$ cat src/sv/clns_pkg.sv
`timescale 1ns / 1ps

package clns_pkg;

    // Input beat: one LCD command
    typedef struct packed {
        logic [1:0] kind;
        logic [7:0] char_code;
    } clns_cmd_t;

    // Output beat: one enable strobe
    typedef struct packed {
        logic        reg_select;
        logic [3:0]  data_nibble;
        logic [12:0] wait_us;
        logic        last;
    } clns_strobe_t;

    // Command kinds
    localparam logic [1:0] KIND_INIT  = 2'd0;
    localparam logic [1:0] KIND_CLEAR = 2'd1;
    localparam logic [1:0] KIND_WRITE = 2'd2;

    // Configuration register indexes
    localparam logic [1:0] CFG_CHAR_LIMIT     = 2'd0;
    localparam logic [1:0] CFG_SPLIT_COLUMN   = 2'd1;
    localparam logic [1:0] CFG_SECOND_ADDRESS = 2'd2;
    localparam logic [1:0] CFG_TWO_LINE_MODE  = 2'd3;

    // Strobe program being played out
    typedef enum logic [1:0] {
        MODE_INIT,
        MODE_CLEAR,
        MODE_WRITE
    } clns_mode_t;

    // LCD command bytes
    localparam logic [7:0] CMD_CLEAR       = 8'h01;
    localparam logic [7:0] CMD_ENTRY_MODE  = 8'h06;
    localparam logic [7:0] CMD_DISPLAY_ON  = 8'h0c;
    localparam logic [7:0] CMD_FUNC_2LINE  = 8'h28;
    localparam logic [7:0] CMD_FUNC_1LINE  = 8'h20;
    localparam logic [3:0] NIB_WAKE        = 4'h3;
    localparam logic [3:0] NIB_4BIT        = 4'h2;
    localparam logic       SET_ADDR_BIT    = 1'b1;

    // Waits in microseconds
    localparam logic [12:0] WAIT_STROBE = 13'd1;
    localparam logic [12:0] WAIT_BYTE   = 13'd101;
    localparam logic [12:0] WAIT_CLEAR  = 13'd2101;
    localparam logic [12:0] WAIT_WAKE0  = 13'd5001;
    localparam logic [12:0] WAIT_WAKE1  = 13'd201;

    // Step numbers
    localparam logic [3:0] STEP_FIRST      = 4'd0;
    localparam logic [3:0] STEP_CHAR       = 4'd2;
    localparam logic [3:0] STEP_WAKE_LAST  = 4'd3;
    localparam logic [3:0] STEP_LAST_INIT  = 4'd11;
    localparam logic [3:0] STEP_LAST_CLEAR = 4'd1;
    localparam logic [3:0] STEP_LAST_WRITE = 4'd3;

    // Reset values of the configuration registers
    localparam logic [6:0] RST_CHAR_LIMIT     = 7'd16;
    localparam logic [6:0] RST_SPLIT_COLUMN   = 7'd8;
    localparam logic [6:0] RST_SECOND_ADDRESS = 7'd40;
    localparam logic       RST_TWO_LINE_MODE  = 1'b1;

endpackage

$ cat src/sv/char_lcd_nibble_sequencer_core.sv
`timescale 1ns / 1ps

// Character LCD 4-bit write sequencer.
// The s_ channel takes one command per beat (init, clear, write character);
// the m_ channel gives the enable strobes that command causes, one strobe
// per beat, each with RS, the D7..D4 nibble, the least wait after it and a
// last mark on the final strobe of the run.
// Strobes per command: init 12, clear 2, write 2 (4 at the split column,
// where a set-address byte goes first), dropped write or unused kind 0.
// The first strobe of a command passes through the command stage and then
// the output register onto m_. One strobe leaves per cycle while m_ready
// is high and a command is staged; the next command is taken in the cycle
// its last strobe moves into the output register, so the output does not
// gap between back-to-back commands that have strobes.
// The strobe counter walking one command's program sets the rate.
// Reset (aresetn low, synchronous) empties both stages, clears the column
// and loads the configuration defaults (limit 16, split 8, address 40,
// two-line mode). A stalled receiver holds the output register; the
// counter then holds and s_ready drops once a command is waiting.
// Configuration is written through cfg_wr_en/cfg_index/cfg_wdata; the user
// must do so only while idle, as the block itself does not enforce it.
module char_lcd_nibble_sequencer_core (
    input  logic                  aclk,
    input  logic                  aresetn,
    input  logic                  s_valid,
    output logic                  s_ready,
    input  clns_pkg::clns_cmd_t    s_data,
    output logic                  m_valid,
    input  logic                  m_ready,
    output clns_pkg::clns_strobe_t m_data,
    input  logic                  cfg_wr_en,
    input  logic [1:0]            cfg_index,
    input  logic [6:0]            cfg_wdata
);
    import clns_pkg::*;

    // Configuration
    logic [6:0] char_limit_reg;
    logic [6:0] split_column_reg;
    logic [6:0] second_address_reg;
    logic       two_line_mode_reg;

    // Column count and command stage
    logic [6:0]   column_reg, column_next;
    logic         item_valid_reg, item_valid_next;
    clns_mode_t   mode_reg, mode_next;
    logic [3:0]   step_reg, step_next;
    logic [7:0]   code_reg, code_next;

    // Output register
    logic         out_valid_reg, out_valid_next;
    clns_strobe_t out_data_reg, out_data_next;

    // Strobe decode
    logic [7:0]   seq_byte;
    logic         seq_rs;
    logic [3:0]   last_step;
    clns_strobe_t strobe;
    logic         load;
    logic         at_last;
    logic         s_fire;

    always_ff @(posedge aclk) begin
        if (!aresetn) begin
            char_limit_reg     <= RST_CHAR_LIMIT;
            split_column_reg   <= RST_SPLIT_COLUMN;
            second_address_reg <= RST_SECOND_ADDRESS;
            two_line_mode_reg  <= RST_TWO_LINE_MODE;
        end else if (cfg_wr_en) begin
            case (cfg_index)
                CFG_CHAR_LIMIT:     char_limit_reg     <= cfg_wdata;
                CFG_SPLIT_COLUMN:   split_column_reg   <= cfg_wdata;
                CFG_SECOND_ADDRESS: second_address_reg <= cfg_wdata;
                CFG_TWO_LINE_MODE:  two_line_mode_reg  <= cfg_wdata[0];
                default: ;
            endcase
        end
    end

    // Build the byte for the current step, then pick its half
    always_comb begin
        seq_byte  = CMD_CLEAR;
        seq_rs    = 1'b0;
        last_step = STEP_LAST_INIT;
        case (mode_reg)
            MODE_INIT: begin
                last_step = STEP_LAST_INIT;
                case (step_reg[3:1])
                    3'd2:    seq_byte = CMD_ENTRY_MODE;
                    3'd3:    seq_byte = CMD_DISPLAY_ON;
                    3'd4:    seq_byte = two_line_mode_reg ? CMD_FUNC_2LINE : CMD_FUNC_1LINE;
                    default: seq_byte = CMD_CLEAR;
                endcase
            end
            MODE_CLEAR: begin
                last_step = STEP_LAST_CLEAR;
                seq_byte  = CMD_CLEAR;
            end
            MODE_WRITE: begin
                last_step = STEP_LAST_WRITE;
                if (step_reg[1]) begin
                    seq_rs   = 1'b1;
                    seq_byte = code_reg;
                end else begin
                    seq_byte = {SET_ADDR_BIT, second_address_reg};
                end
            end
            default: ;
        endcase

        strobe.reg_select  = seq_rs;
        strobe.data_nibble = step_reg[0] ? seq_byte[3:0] : seq_byte[7:4];
        if (!step_reg[0]) begin
            strobe.wait_us = WAIT_STROBE;
        end else if (!seq_rs && seq_byte == CMD_CLEAR) begin
            strobe.wait_us = WAIT_CLEAR;
        end else begin
            strobe.wait_us = WAIT_BYTE;
        end

        // Wake nibbles lead the init program
        if (mode_reg == MODE_INIT && step_reg <= STEP_WAKE_LAST) begin
            strobe.data_nibble = (step_reg == STEP_WAKE_LAST) ? NIB_4BIT : NIB_WAKE;
            case (step_reg[1:0])
                2'd0:    strobe.wait_us = WAIT_WAKE0;
                2'd1:    strobe.wait_us = WAIT_WAKE1;
                default: strobe.wait_us = WAIT_BYTE;
            endcase
        end

        strobe.last = (step_reg == last_step);
    end

    // Handshake: advance the program whenever the output register frees up
    assign at_last = (step_reg == last_step);
    assign load    = item_valid_reg && (!out_valid_reg || m_ready);
    assign s_ready = !item_valid_reg || (load && at_last);
    assign s_fire  = s_valid && s_ready;

    always_comb begin
        column_next     = column_reg;
        item_valid_next = item_valid_reg;
        mode_next       = mode_reg;
        step_next       = step_reg;
        code_next       = code_reg;
        out_valid_next  = out_valid_reg;
        out_data_next   = out_data_reg;

        if (load) begin
            out_valid_next = 1'b1;
            out_data_next  = strobe;
            step_next      = step_reg + 4'd1;
            if (at_last) begin
                item_valid_next = 1'b0;
            end
        end else if (m_ready) begin
            out_valid_next = 1'b0;
        end

        if (s_fire) begin
            code_next = s_data.char_code;
            step_next = STEP_FIRST;
            case (s_data.kind)
                KIND_INIT: begin
                    item_valid_next = 1'b1;
                    mode_next       = MODE_INIT;
                    column_next     = '0;
                end
                KIND_CLEAR: begin
                    item_valid_next = 1'b1;
                    mode_next       = MODE_CLEAR;
                    column_next     = '0;
                end
                KIND_WRITE: begin
                    // Drop characters past the limit
                    if (column_reg < char_limit_reg) begin
                        item_valid_next = 1'b1;
                        mode_next       = MODE_WRITE;
                        column_next     = column_reg + 7'd1;
                        if (column_reg != split_column_reg) begin
                            step_next = STEP_CHAR;
                        end
                    end else begin
                        item_valid_next = 1'b0;
                    end
                end
                default: item_valid_next = 1'b0;
            endcase
        end
    end

    always_ff @(posedge aclk) begin
        if (!aresetn) begin
            column_reg     <= '0;
            item_valid_reg <= 1'b0;
            mode_reg       <= MODE_INIT;
            step_reg       <= STEP_FIRST;
            out_valid_reg  <= 1'b0;
        end else begin
            column_reg     <= column_next;
            item_valid_reg <= item_valid_next;
            mode_reg       <= mode_next;
            step_reg       <= step_next;
            out_valid_reg  <= out_valid_next;
        end
    end

    always_ff @(posedge aclk) begin
        code_reg     <= code_next;
        out_data_reg <= out_data_next;
    end

    assign m_valid = out_valid_reg;
    assign m_data  = out_data_reg;

endmodule
$ cat config.mk
export PLATFORM = sky130hd
export DESIGN_NAME = char_lcd_nibble_sequencer_core
export DESIGN_NICKNAME = d
export VERILOG_FILES = /design/src/sv/clns_pkg.sv /design/src/sv/char_lcd_nibble_sequencer_core.sv
export SDC_FILE = /design/constraint.sdc
export NUM_CORES = 1
export LEC_CHECK = 0
export BUFFER_PORTS_ARGS = -buffer_cell sky130_fd_sc_hd__buf_2
export CAP_MARGIN = 5
export CORE_ASPECT_RATIO = 0.5
export CORE_MARGIN = 10
export CORE_UTILIZATION = 63
export CTS_BUF_LIST = sky130_fd_sc_hd__clkbuf_4 sky130_fd_sc_hd__clkbuf_8
export DETAILED_ROUTE_END_ITERATION = 10
export PLACE_DENSITY = 0.95
export SYNTH_ARGS = -nofsm -noshare
export SYNTH_HDL_FRONTEND = slang
export SYNTH_SLANG_ARGS = --single-unit
$ cat constraint.sdc
create_clock -name aclk -period 3.2 [get_ports aclk]
set_input_delay 0.16 -clock aclk [delete_from_list [all_inputs] [get_ports aclk]]
set_output_delay 0.16 -clock aclk [all_outputs]
set_load 0.005 [all_outputs]
==> flow_metrics.env, run 1 <==
export IMPL_reg2reg_setup_slack_ns=0.74
export IMPL_routed_via_count=2251
export IMPL_worst_slew_pin_transition_ns=0.969
export IMPL_final_layout_size_suffix_gt1_share_pct=18.1
export IMPL_power_net_switching_uw=378
export IMPL_dp_final_hpwl_um=4730
export IMPL_detailedRoute_firstPassIterationCount=5
export IMPL_syn_area_per_cell_um2=9.56
export IMPL_power_switching_share_pct=25.8
export IMPL_worst_min_delay_path_class="primary input to flip-flop"
export IMPL_grt_first_pass_wirelength_um=10700
export IMPL_netlist_top_cell_by_area="sky130_fd_sc_hd__dfxtp_1"
export IMPL_status="completed"
export IMPL_met1Wirelength_um=2630
export IMPL_core_rowCount=17
export IMPL_post_synth_main_area_contributors="sky130_fd_sc_hd__dfxtp_1, sky130_fd_sc_hd__edfxtp_1, sky130_fd_sc_hd__ha_1"
export IMPL_timing_critical_path_fanout_max=11
export IMPL_combPwrFrac_pct=13.5
export IMPL_worst_clock_skew_ns=0.00563
export IMPL_dieArea_mm2=0.00773
export IMPL_clk_pin_slew_worst_paths_ns=0.10
export IMPL_grt_pass1_vias=2257
export IMPL_top_layer_used="met4"
export IMPL_synth_distinct_cells=46
export IMPL_cts_buffer_depth=2
export IMPL_gp_congestion=0.898
export IMPL_slew_violations=0
export IMPL_wl_um=6590
export IMPL_criticalPathCategory="flip-flop to flip-flop"
export IMPL_worstPathRequired_ns=3.45
export IMPL_floorplan_initialDensity_pct=64.9
export IMPL_die_height_um=67.4
export IMPL_power_per_cell_area_mw_per_mm2=470
export IMPL_period_share_pct=77.0
export IMPL_synth_enable_flop_cells=19
export IMPL_vias_per_cell=5.88
export IMPL_global_route_overflow_total=0
export IMPL_cts_hold_buffers_added=0
export IMPL_port_buffers=41
export IMPL_post_route_drc_count=0
export IMPL_cts_setup_buffers=0
export IMPL_stdcell_area_mm2=0.00311
export IMPL_start_kind="flip-flop"
export IMPL_drt_antenna_violating_nets=0
export IMPL_totalNegativeSetupSlack_ns=0
export IMPL_irDropWorstVdd_mv=0.264
export IMPL_wl_per_cell_um=17.2
export IMPL_finalCriticalPeriod_ns=2.46
export IMPL_postSynthRegisterBits=56
export IMPL_max_cap_check_violation_count=0
export IMPL_clock_power_share_pct=31.9
export IMPL_largest_reg_flops=11
export IMPL_dpl_cell_area_mm2=0.00300
export IMPL_numClockSinks=56
export IMPL_synthesis_instances=296
export IMPL_synth_seq_area_share_pct=46.4
export IMPL_worst_endpoint_arrival_ns=2.71
export IMPL_met3_routed_wirelength_um=606
export IMPL_fin_nets=363
export IMPL_clockRootBuffer="sky130_fd_sc_hd__clkbuf_8"
export IMPL_post_synth_top_flop="sky130_fd_sc_hd__dfxtp_1"
export IMPL_leakagePower_uw=0.00126
export IMPL_seq_power_share_pct=54.5
export IMPL_globalRouteTotalUtil_pct=16.9
export IMPL_synthesis_yosys_warnings=0
export IMPL_timing_final_hold_violations=0
export IMPL_synthArstFlopShare_pct=0
export IMPL_pin_count_of_the_biggest_net_entering_global_routing=22
export IMPL_die_w_um=115
export IMPL_grt_setup_unrepaired="no"
export IMPL_met2RoutedLength_um=3210
export IMPL_num_antenna_cells=0
export IMPL_slew_headroom_pct=35.1
export IMPL_drt_iter0_markers=240
export IMPL_htreeDepth=2
export IMPL_setup_viol=0
export IMPL_cts_repair_resize_count=0
export IMPL_cp_end_kind="flip-flop"
export IMPL_p_int_uw=1090
export IMPL_numCtsBuffers=5
export IMPL_final_util_pct=71.4
export IMPL_synth_top_area_share_pct=26.2
export IMPL_fmax_mhz=406
export IMPL_core_area_mm2=0.00436
export IMPL_number_of_antenna_violations_at_the_first_check_in_global_routing=0
export IMPL_clk_latency_worst_skew_pair_ns=0.31
export IMPL_io_pins=45
export IMPL_area_growth_pct=10.0
export IMPL_synth_cell_area_mm2=0.00283
export IMPL_cts_tree="yes"
export IMPL_fin_worst_hold_slack_ns=0.0168
-- stage by stage --
step	std cells	total power (uW)	setup WS (ns)
global placement	375	996	1.02
floorplan	297	948	1.13
detailed placement	375	1010	0.880
finish	383	1460	0.737
CTS	383	1460	0.817
global route	383	1520	0.562
-- layout by cell type (no fill, tap or decap), types with 6 or more instances in the layout --
| cell type | netlist | layout |
|---|---|---|
| sky130_fd_sc_hd__buf_2 | 2 | 41 |
| sky130_fd_sc_hd__dfxtp_1 | 37 | 37 |
| sky130_fd_sc_hd__nand2_1 | 34 | 34 |
| sky130_fd_sc_hd__nor2_1 | 29 | 29 |
| sky130_fd_sc_hd__a21oi_1 | 20 | 20 |
| sky130_fd_sc_hd__edfxtp_1 | 19 | 19 |
| sky130_fd_sc_hd__mux2i_1 | 16 | 16 |
| sky130_fd_sc_hd__inv_1 | 15 | 15 |
| sky130_fd_sc_hd__ha_1 | 14 | 14 |
| sky130_fd_sc_hd__nand3_1 | 11 | 11 |
| sky130_fd_sc_hd__nand2b_1 | 8 | 8 |
| sky130_fd_sc_hd__o21ai_0 | 7 | 7 |
| sky130_fd_sc_hd__xnor2_1 | 6 | 6 |
| sky130_fd_sc_hd__o211ai_1 | 6 | 6 |
-- cell type report --
class                           count  area, um2
Tap cell                           57       71.3
Clock buffer                        5       68.8
Sequential cell                    56       1310
Inverter                           15       56.3
Fill cell                         297       1250
Timing Repair Buffer               43        220
Clock inverter                      3       41.3
Multi-Input combinational cell    204       1340
-- power by group through the flow --
stage,logic (uW),clock network (uW),registers (uW)
2_1_floorplan,144,0,804
3_3_place_gp,185,0,811
3_5_place_dp,193,0,814
4_1_cts,196,469,798
5_1_grt,221,494,802
6_report,198,468,798
-- Yosys cell counts, types with 5 or more instances --
master and count:
sky130_fd_sc_hd__o21ai_0 7, sky130_fd_sc_hd__xor2_1 5, sky130_fd_sc_hd__nand2_1 34, sky130_fd_sc_hd__mux2i_1 16
sky130_fd_sc_hd__inv_1 15, sky130_fd_sc_hd__nand3_1 11, sky130_fd_sc_hd__buf_4 10, sky130_fd_sc_hd__o211ai_1 6
sky130_fd_sc_hd__clkbuf_1 9, sky130_fd_sc_hd__nor2_1 29, sky130_fd_sc_hd__dfxtp_1 37, sky130_fd_sc_hd__ha_1 14
sky130_fd_sc_hd__a21oi_1 20, sky130_fd_sc_hd__xnor2_1 6, sky130_fd_sc_hd__edfxtp_1 19, sky130_fd_sc_hd__a211oi_1 5
sky130_fd_sc_hd__nand2b_1 8
-- per-layer routing --
layer	track usage, %	up-vias
li1	-	1074
met4	7.82	0
met3	4.69	15
met5	0	-
met2	30.2	123
met1	18.9	1039
-- worst paths after layout --
kind | startpoint | cells after the start | endpoint
worst min register to register | second_address_reg[0] | 2 | second_address_reg[0]
worst max-delay path | mode_reg[0] | 7 | column_reg[2]
worst min-delay path | s_data[1] | 1 | code_reg[1]
worst max register to register | mode_reg[0] | 7 | column_reg[2]
-- kinds of logic (layout without fill, tap and decap cells) --
| kind of cell | Yosys count | after routing | share of synthesized area (%) |
|---|---|---|---|
| other | 2 | 3 | 0.265 |
| AND/OR/NAND/NOR | 99 | 99 | 16.1 |
| buffers and inverters | 37 | 66 | 6.32 |
| XOR/XNOR | 12 | 12 | 3.98 |
| adder cells (fa/ha/maj) | 14 | 14 | 6.19 |
| multiplexers | 18 | 18 | 6.46 |
| AO/OA/AOI/OAI | 58 | 58 | 14.3 |
| flip-flops | 56 | 56 | 46.4 |
-- worst max-delay path: stages, from the launching register on --
cell	delay, ns
sky130_fd_sc_hd__dfxtp_1	0.38
sky130_fd_sc_hd__inv_1	0.10
sky130_fd_sc_hd__ha_1	0.31
sky130_fd_sc_hd__xnor2_1	0.29
sky130_fd_sc_hd__o41ai_4	0.17
sky130_fd_sc_hd__a31oi_1	0.77
sky130_fd_sc_hd__nand2_1	0.21
sky130_fd_sc_hd__mux2i_1	0.17
(Power assumes the default switching activity.)
==> run 2: changes to the inputs <==
--- a/config.mk
+++ b/config.mk
@@ -5,14 +5,15 @@
 export SDC_FILE = /design/constraint.sdc
 export NUM_CORES = 1
 export LEC_CHECK = 0
+export ABC_AREA = 1
 export BUFFER_PORTS_ARGS = -buffer_cell sky130_fd_sc_hd__buf_2
 export CAP_MARGIN = 5
 export CORE_ASPECT_RATIO = 0.5
 export CORE_MARGIN = 10
-export CORE_UTILIZATION = 63
+export CORE_UTILIZATION = 58
 export CTS_BUF_LIST = sky130_fd_sc_hd__clkbuf_4 sky130_fd_sc_hd__clkbuf_8
 export DETAILED_ROUTE_END_ITERATION = 10
-export PLACE_DENSITY = 0.95
+export PLACE_DENSITY = 0.93
 export SYNTH_ARGS = -nofsm -noshare
 export SYNTH_HDL_FRONTEND = slang
 export SYNTH_SLANG_ARGS = --single-unit
==> constraint.sdc (replaced) <==
create_clock -name aclk -period 2.53 [get_ports aclk]
set_input_delay 0.1265 -clock aclk [delete_from_list [all_inputs] [get_ports aclk]]
set_output_delay 0.1265 -clock aclk [all_outputs]
set_load 0.005 [all_outputs]
==> run 2 against run 1 <==
  * Via count grew 15%
  * Fmax grew 9.8%
  * Clock-buffer cell count grew 2
  * Synthesized area shrank 0.49%
  * Cell count grew 20%
  * Power grew 27%
  * Critical path type unchanged
==> flow_metrics.env, run 2 <==
export IMPL_status="completed"
export IMPL_largest_family_of_logic_cells_by_synthesized_area="simple AND/OR/NAND/NOR gates"
export IMPL_final_common_cell="sky130_fd_sc_hd__nand2_1"
export IMPL_largest_reg_flops=11
export IMPL_synth_distinct_cells=33
export IMPL_detailedRoute_firstPassIterationCount=5
export IMPL_clk_pin_slew_worst_paths_ns=0.09
export IMPL_die_height_um=69.3
export IMPL_global_route_overflow_total=0
export IMPL_finalCriticalPeriod_ns=2.24
export IMPL_cell_count_after_placement=443
export IMPL_timing_final_hold_violations=0
export IMPL_layout_common_cells="sky130_fd_sc_hd__nand2_1, sky130_fd_sc_hd__nor2_1, sky130_fd_sc_hd__buf_2"
export IMPL_synth_most_common_cell="sky130_fd_sc_hd__nand2_1"
export IMPL_worstPathRequired_ns=2.76
export IMPL_fin_nets=430
export IMPL_dp_final_hpwl_um=4780
export IMPL_dieArea_mm2=0.00821
export IMPL_worst_slew_pin_transition_ns=0.578
export IMPL_grt_pass1_vias=2437
export IMPL_synthArstFlopShare_pct=0
export IMPL_hold_start="cfg_wdata[3]"
export IMPL_synth_top_area_share_pct=26.3
export IMPL_cts_repair_resize_count=0
export IMPL_worst_path_buf_inv=2
export IMPL_synth_seq_area_share_pct=46.6
export IMPL_final_instance_count_excl_fill=460
export IMPL_crit_chain="inv_1, ha_1, nand2_1, nand2_1, nor2_1, nand3_2, a21boi_4, buf_4, nand3_1, a21oi_1"
export IMPL_fmax_mhz=446
export IMPL_syn_area_per_cell_um2=8.09
export IMPL_criticalPathCategory="flip-flop to flip-flop"
export IMPL_power_per_cell_area_mw_per_mm2=575
export IMPL_irDropWorstVdd_mv=0.272
export IMPL_worst_min_delay_path_class="primary input to flip-flop"
export IMPL_core_rowCount=17
export IMPL_wl_um=7000
export IMPL_port_buffers=41
export IMPL_drt_iter0_markers=296
export IMPL_slew_headroom_pct=61.2
export IMPL_timing_critical_path_slowest_stage_cell="sky130_fd_sc_hd__a21boi_4"
export IMPL_pin_count_of_the_biggest_net_entering_global_routing=27
export IMPL_synth_fa_ha_area_share_pct=6.22
export IMPL_totalNegativeSetupSlack_ns=0
export IMPL_synth_compound_area_share_pct=13.1
export IMPL_leakagePower_uw=0.00140
export IMPL_number_of_antenna_violations_at_the_first_check_in_global_routing=0
export IMPL_yosys_area_share_xor_xnor_pct=3.11
export IMPL_area_growth_pct=14.4
export IMPL_vias_per_cell=5.64
export IMPL_synth_enable_flop_cells=19
export IMPL_routed_via_count=2593
export IMPL_setup_viol=0
export IMPL_worst_r2r_startpoint="mode_reg[0]"
export IMPL_globalRouteTotalUtil_pct=16.5
export IMPL_synthesis_instances=348
export IMPL_cp_startpoint="mode_reg[0]"
export IMPL_clockRootBuffer="sky130_fd_sc_hd__clkbuf_8"
export IMPL_htreeDepth=2
export IMPL_final_layout_size_suffix_gt1_share_pct=15.3
export IMPL_post_route_drc_count=0
export IMPL_numCtsBuffers=5
export IMPL_max_cap_check_violation_count=0
export IMPL_cp_common_cell="sky130_fd_sc_hd__nand2_1"
export IMPL_core_area_mm2=0.00453
export IMPL_drt_antenna_violating_nets=0
export IMPL_grt_first_pass_wirelength_um=11500
export IMPL_power_uw=1850
export IMPL_cts_buffer_depth=2
export IMPL_wl_per_cell_um=15.2
export IMPL_start_kind="flip-flop"
export IMPL_post_synth_top_flop="sky130_fd_sc_hd__dfxtp_1"
export IMPL_post_synth_main_area_contributors="sky130_fd_sc_hd__dfxtp_1, sky130_fd_sc_hd__edfxtp_1, sky130_fd_sc_hd__nand2_1"
export IMPL_critical_path_max_stage_delay_ns=0.46
export IMPL_period_share_pct=88.7
export IMPL_worst_endpoint_arrival_ns=2.47
export IMPL_commonest_cells_in_the_synthesized_netlist="sky130_fd_sc_hd__nand2_1, sky130_fd_sc_hd__nor2_1, sky130_fd_sc_hd__inv_1"
export IMPL_yosys_mux_area_fraction_pct=0
export IMPL_cp_end_kind="flip-flop"
export IMPL_slew_violations=0
export IMPL_io_pins=45
export IMPL_final_util_pct=71.1
export IMPL_gp_congestion=0.884
export IMPL_worst_clock_skew_ns=0.00448
export IMPL_clk_latency_worst_skew_pair_ns=0.32
export IMPL_final_fill_count=305
export IMPL_synthSimpleGateAreaFrac_pct=21.8
export IMPL_postSynthRegisterBits=56
export IMPL_netlist_top_cell_by_area="sky130_fd_sc_hd__dfxtp_1"
export IMPL_floorplan_initialDensity_pct=62.1
export IMPL_synthesis_yosys_warnings=0
export IMPL_cts_setup_buffers=0
export IMPL_numClockSinks=56
export IMPL_die_w_um=119
export IMPL_grt_setup_unrepaired="no"
export IMPL_cts_tree="yes"
export IMPL_crit_family="compound AO/OA/AOI/OAI gates"
export IMPL_synth_cell_area_mm2=0.00282
export IMPL_timing_critical_path_fanout_max=16
export IMPL_fin_worst_hold_slack_ns=0.0829
-- run 2: cell count changes in the layout (fill, tap and decap cells not counted), moves of 6 or more --
cell and delta:
sky130_fd_sc_hd__nor3_1 +6, sky130_fd_sc_hd__dlygate4sd3_1 +8, sky130_fd_sc_hd__nor2_1 +24, sky130_fd_sc_hd__nand2_1 +21
sky130_fd_sc_hd__inv_1 +23, sky130_fd_sc_hd__o21ai_0 +22, sky130_fd_sc_hd__mux2i_1 -16, sky130_fd_sc_hd__nand2b_1 -8
-- run 2: worst reg2reg max path, stage by stage (launching register included) --
cell,delay [ns]
sky130_fd_sc_hd__dfxtp_1,0.37
sky130_fd_sc_hd__inv_1,0.09
sky130_fd_sc_hd__ha_1,0.32
sky130_fd_sc_hd__nand2_1,0.08
sky130_fd_sc_hd__nand2_1,0.06
sky130_fd_sc_hd__nor2_1,0.11
sky130_fd_sc_hd__nand3_2,0.11
sky130_fd_sc_hd__a21boi_4,0.46
sky130_fd_sc_hd__buf_4,0.26
sky130_fd_sc_hd__nand3_1,0.09
sky130_fd_sc_hd__a21oi_1,0.21
-- run 2: cells by family after synthesis --
kind of cell             Yosys count
AND/OR/NAND/NOR                  144
AO/OA/AOI/OAI                     66
buffers and inverters             56
flip-flops                        56
adder cells (fa/ha/maj)           14
XOR/XNOR                          10
other                              2
-- run 2: final timing paths --
check | slack [ns] | depth (start not counted) | end
min | 0.08 | 3 | split_column_reg[3]
min reg2reg | 0.48 | 2 | char_limit_reg[3]
max reg2reg | 0.29 | 10 | column_reg[5]
max | 0.29 | 10 | column_reg[5]
-- run 2: per-layer routing --
layer	part of all wire, %	track usage, %	up-vias
li1	-	-	1222
met1	37	18.0	1172
met2	49	28.8	154
met3	10	5.02	45
met4	3.7	7.46	0
met5	0	0	-
-- run 2: cell type report --
type / count / area [um2] / area share (%)
Multi-Input combinational cell: 237 / 1250 / 39.0
Clock buffer: 7 / 83.8 / 2.60
Antenna cell: 1 / 2.50 / 0.0777
Clock inverter: 1 / 30.0 / 0.932
Inverter: 42 / 163 / 5.05
Sequential cell: 56 / 1310 / 40.7
Tap cell: 66 / 82.6 / 2.56
Timing Repair Buffer: 50 / 293 / 9.09
-- run 2: where the power goes --
part | internal, uW | switching [uW] | total, uW | leakage [uW]
sequential | 981 | 30.0 | 1010 | 0.000477
combinational | 87.6 | 146 | 234 | 0.000864
clock | 318 | 290 | 609 | 0.0000593
-- run 2: timing repair --
item,CTS,global route
endpoints found under the hold margin,8,0
hold buffers,8,0
setup endpoints to repair,0,0
-- run 2: stage by stage --
stage	setup slack (ns)	area [um2]
after floorplan	0.820	2820
after global placement	0.565	3020
after detailed placement	0.408	3020
after CTS	0.358	3220
after global routing	0.0954	3220
final	0.287	3220
==> run 3: changes to the inputs <==
--- a/config.mk
+++ b/config.mk
@@ -10,10 +10,9 @@
 export CAP_MARGIN = 5
 export CORE_ASPECT_RATIO = 0.5
 export CORE_MARGIN = 10
-export CORE_UTILIZATION = 58
-export CTS_BUF_LIST = sky130_fd_sc_hd__clkbuf_4 sky130_fd_sc_hd__clkbuf_8
+export CORE_UTILIZATION = 56
 export DETAILED_ROUTE_END_ITERATION = 10
-export PLACE_DENSITY = 0.93
+export PLACE_DENSITY = 0.91
 export SYNTH_ARGS = -nofsm -noshare
 export SYNTH_HDL_FRONTEND = slang
 export SYNTH_SLANG_ARGS = --single-unit
==> run 3 against run 2 <==
  * Clock power is 19% lower
  * Flip-flop and latch count unchanged
  * Die area grew 2.7%
  * Fmax increased by 3.0%
  * Power shrank 6.4%
  * Wire length is 8.3% lower
  * Cell count increased by 0.87%
  * Combinational power decreased by 3%
  * Worst setup slack improved by 0.066 ns
  * Non-clock buffer count unchanged
  * Sequential power hardly changed
  * Via count decreased by 4.2%
  * Critical endpoint is now column_reg[6]
  * Largest cell class unchanged
  * Largest power group unchanged
  * Highest routed layer unchanged
==> flow_metrics.env, run 3 (synthesis results as in run 2) <==
export IMPL_clk_pin_slew_worst_paths_ns=0.10
export IMPL_numCtsBuffers=5
export IMPL_global_route_overflow_total=0
export IMPL_detailedRoute_firstPassIterationCount=6
export IMPL_gp_congestion=0.857
export IMPL_status="completed"
export IMPL_setup_viol=0
export IMPL_cts_hold_buffers_added=8
export IMPL_wl_per_cell_um=13.8
export IMPL_worst_slew_pin_transition_ns=0.582
export IMPL_totalNegativeSetupSlack_ns=0
export IMPL_largest_reg_flops=11
export IMPL_slew_violations=0
export IMPL_pin_count_of_the_biggest_net_entering_global_routing=27
export IMPL_criticalPathCategory="flip-flop to flip-flop"
export IMPL_core_rowCount=18
export IMPL_worst_endpoint_arrival_ns=2.42
export IMPL_worst_path_buf_inv=2
export IMPL_cts_buffer_depth=2
export IMPL_drt_antenna_violating_nets=0
export IMPL_floorplan_initialDensity_pct=57.6
export IMPL_timing_critical_path_slowest_stage_cell="sky130_fd_sc_hd__a21boi_4"
export IMPL_clk_latency_worst_skew_pair_ns=0.32
export IMPL_worstPathRequired_ns=2.77
export IMPL_fin_ws_ns=0.353
export IMPL_max_cap_check_violation_count=0
export IMPL_area_growth_pct=13.6
export IMPL_layout_common_cells="sky130_fd_sc_hd__nand2_1, sky130_fd_sc_hd__nor2_1, sky130_fd_sc_hd__buf_2"
export IMPL_slew_headroom_pct=60.9
export IMPL_worst_min_delay_path_class="primary input to flip-flop"
export IMPL_numClockSinks=56
export IMPL_final_layout_size_suffix_gt1_share_pct=15.0
export IMPL_drt_iter0_markers=250
export IMPL_cp_common_cell="sky130_fd_sc_hd__nand2_1"
export IMPL_clockRootBuffer="sky130_fd_sc_hd__clkbuf_8"
export IMPL_fmax_mhz=459
export IMPL_dp_slack_ns=0.468
export IMPL_routed_via_count=2485
export IMPL_timing_critical_path_fanout_max=16
export IMPL_fin_nets=430
export IMPL_final_common_cell="sky130_fd_sc_hd__nand2_1"
export IMPL_cts_tree="yes"
export IMPL_final_instance_count_excl_fill=464
export IMPL_critical_path_max_stage_delay_ns=0.45
export IMPL_timing_final_hold_violations=0
export IMPL_number_of_antenna_violations_at_the_first_check_in_global_routing=1
export IMPL_cts_setup_buffers=0
export IMPL_cell_count_after_placement=447
export IMPL_wl_um=6420
export IMPL_grt_pass1_vias=2347
export IMPL_globalRouteTotalUtil_pct=15.4
export IMPL_finalCriticalPeriod_ns=2.18
export IMPL_cp_end_kind="flip-flop"
export IMPL_final_fill_count=381
export IMPL_grt_first_pass_wirelength_um=10900
export IMPL_vias_per_cell=5.36
export IMPL_worst_clock_skew_ns=0.00699
export IMPL_io_pins=45
export IMPL_dp_final_hpwl_um=4430
export IMPL_core_area_mm2=0.00489
export IMPL_start_kind="flip-flop"
export IMPL_cts_repair_resize_count=0
export IMPL_fin_worst_hold_slack_ns=0.0853
export IMPL_irDropWorstVdd_mv=0.259
export IMPL_dieArea_mm2=0.00844
export IMPL_period_share_pct=86.1
export IMPL_power_per_cell_area_mw_per_mm2=542
export IMPL_htreeDepth=2
export IMPL_die_w_um=120
export IMPL_post_route_drc_count=0
export IMPL_leakagePower_uw=0.00138
export IMPL_final_util_pct=65.4
export IMPL_crit_family="compound AO/OA/AOI/OAI gates"
export IMPL_port_buffers=41
export IMPL_crit_chain="inv_1, ha_1, nand2_1, nand2_1, nor2_1, nand3_2, a21boi_4, buf_4, nand3_1, a21oi_1"
export IMPL_die_height_um=70.1
export IMPL_grt_setup_unrepaired="no"
## run 3: cell count changes in the layout (fill, tap and decap cells not counted), sizes merged
cell / previous run / this run
bufinv: 1 / 0
clkbuf: 7 / 6
inv: 39 / 40
clkinvlp: 0 / 1
## run 3: worst register-to-register path, stage by stage, from the launching register on
cell,delay [ns]
sky130_fd_sc_hd__dfxtp_1,0.37
sky130_fd_sc_hd__inv_1,0.08
sky130_fd_sc_hd__ha_1,0.31
sky130_fd_sc_hd__nand2_1,0.07
sky130_fd_sc_hd__nand2_1,0.06
sky130_fd_sc_hd__nor2_1,0.11
sky130_fd_sc_hd__nand3_2,0.10
sky130_fd_sc_hd__a21boi_4,0.45
sky130_fd_sc_hd__buf_4,0.26
sky130_fd_sc_hd__nand3_1,0.10
sky130_fd_sc_hd__a21oi_1,0.19
## run 3: metal layers
layer | vias up | routed length (um) | global-route usage [%]
li1 | 1226 | - | -
met1 | 1139 | 2640 | 18.0
met2 | 100 | 3130 | 26.0
met3 | 20 | 464 | 3.93
met4 | 0 | 190 | 7.18
met5 | - | 0 | 0
## run 3: report_power, final
| part | switching [uW] | internal (uW) |
|---|---|---|
| sequential | 28.3 | 981 |
| clock | 299 | 197 |
| combinational | 141 | 87.6 |
## run 3: cell type report
type / instances / area [um2] / share of cell area, %
antenna: 1 / 2.50 / 0.0782
timing repair buffer: 50 / 293 / 9.15
clock inverter: 2 / 13.8 / 0.430
multi-input combinational: 237 / 1250 / 39.2
sequential: 56 / 1310 / 41.0
inverter: 42 / 163 / 5.09
clock buffer: 6 / 72.6 / 2.27
tap: 70 / 87.6 / 2.74
## run 3: stage by stage
step	power, uW	cell area [um2]
finish	1730	3200
global route	1800	3200
CTS	1720	3200
detailed placement	1240	3030
global placement	1230	3030
floorplan	1170	2820
## run 3: path summary, 6_finish.rpt
kind,start,endpoint,slack (ns),depth (start not counted)
min,cfg_wdata[3],second_address_reg[3],0.09,3
max,mode_reg[0],column_reg[6],0.35,10
min reg2reg,char_limit_reg[5],char_limit_reg[5],0.47,2
max reg2reg,mode_reg[0],column_reg[6],0.35,10
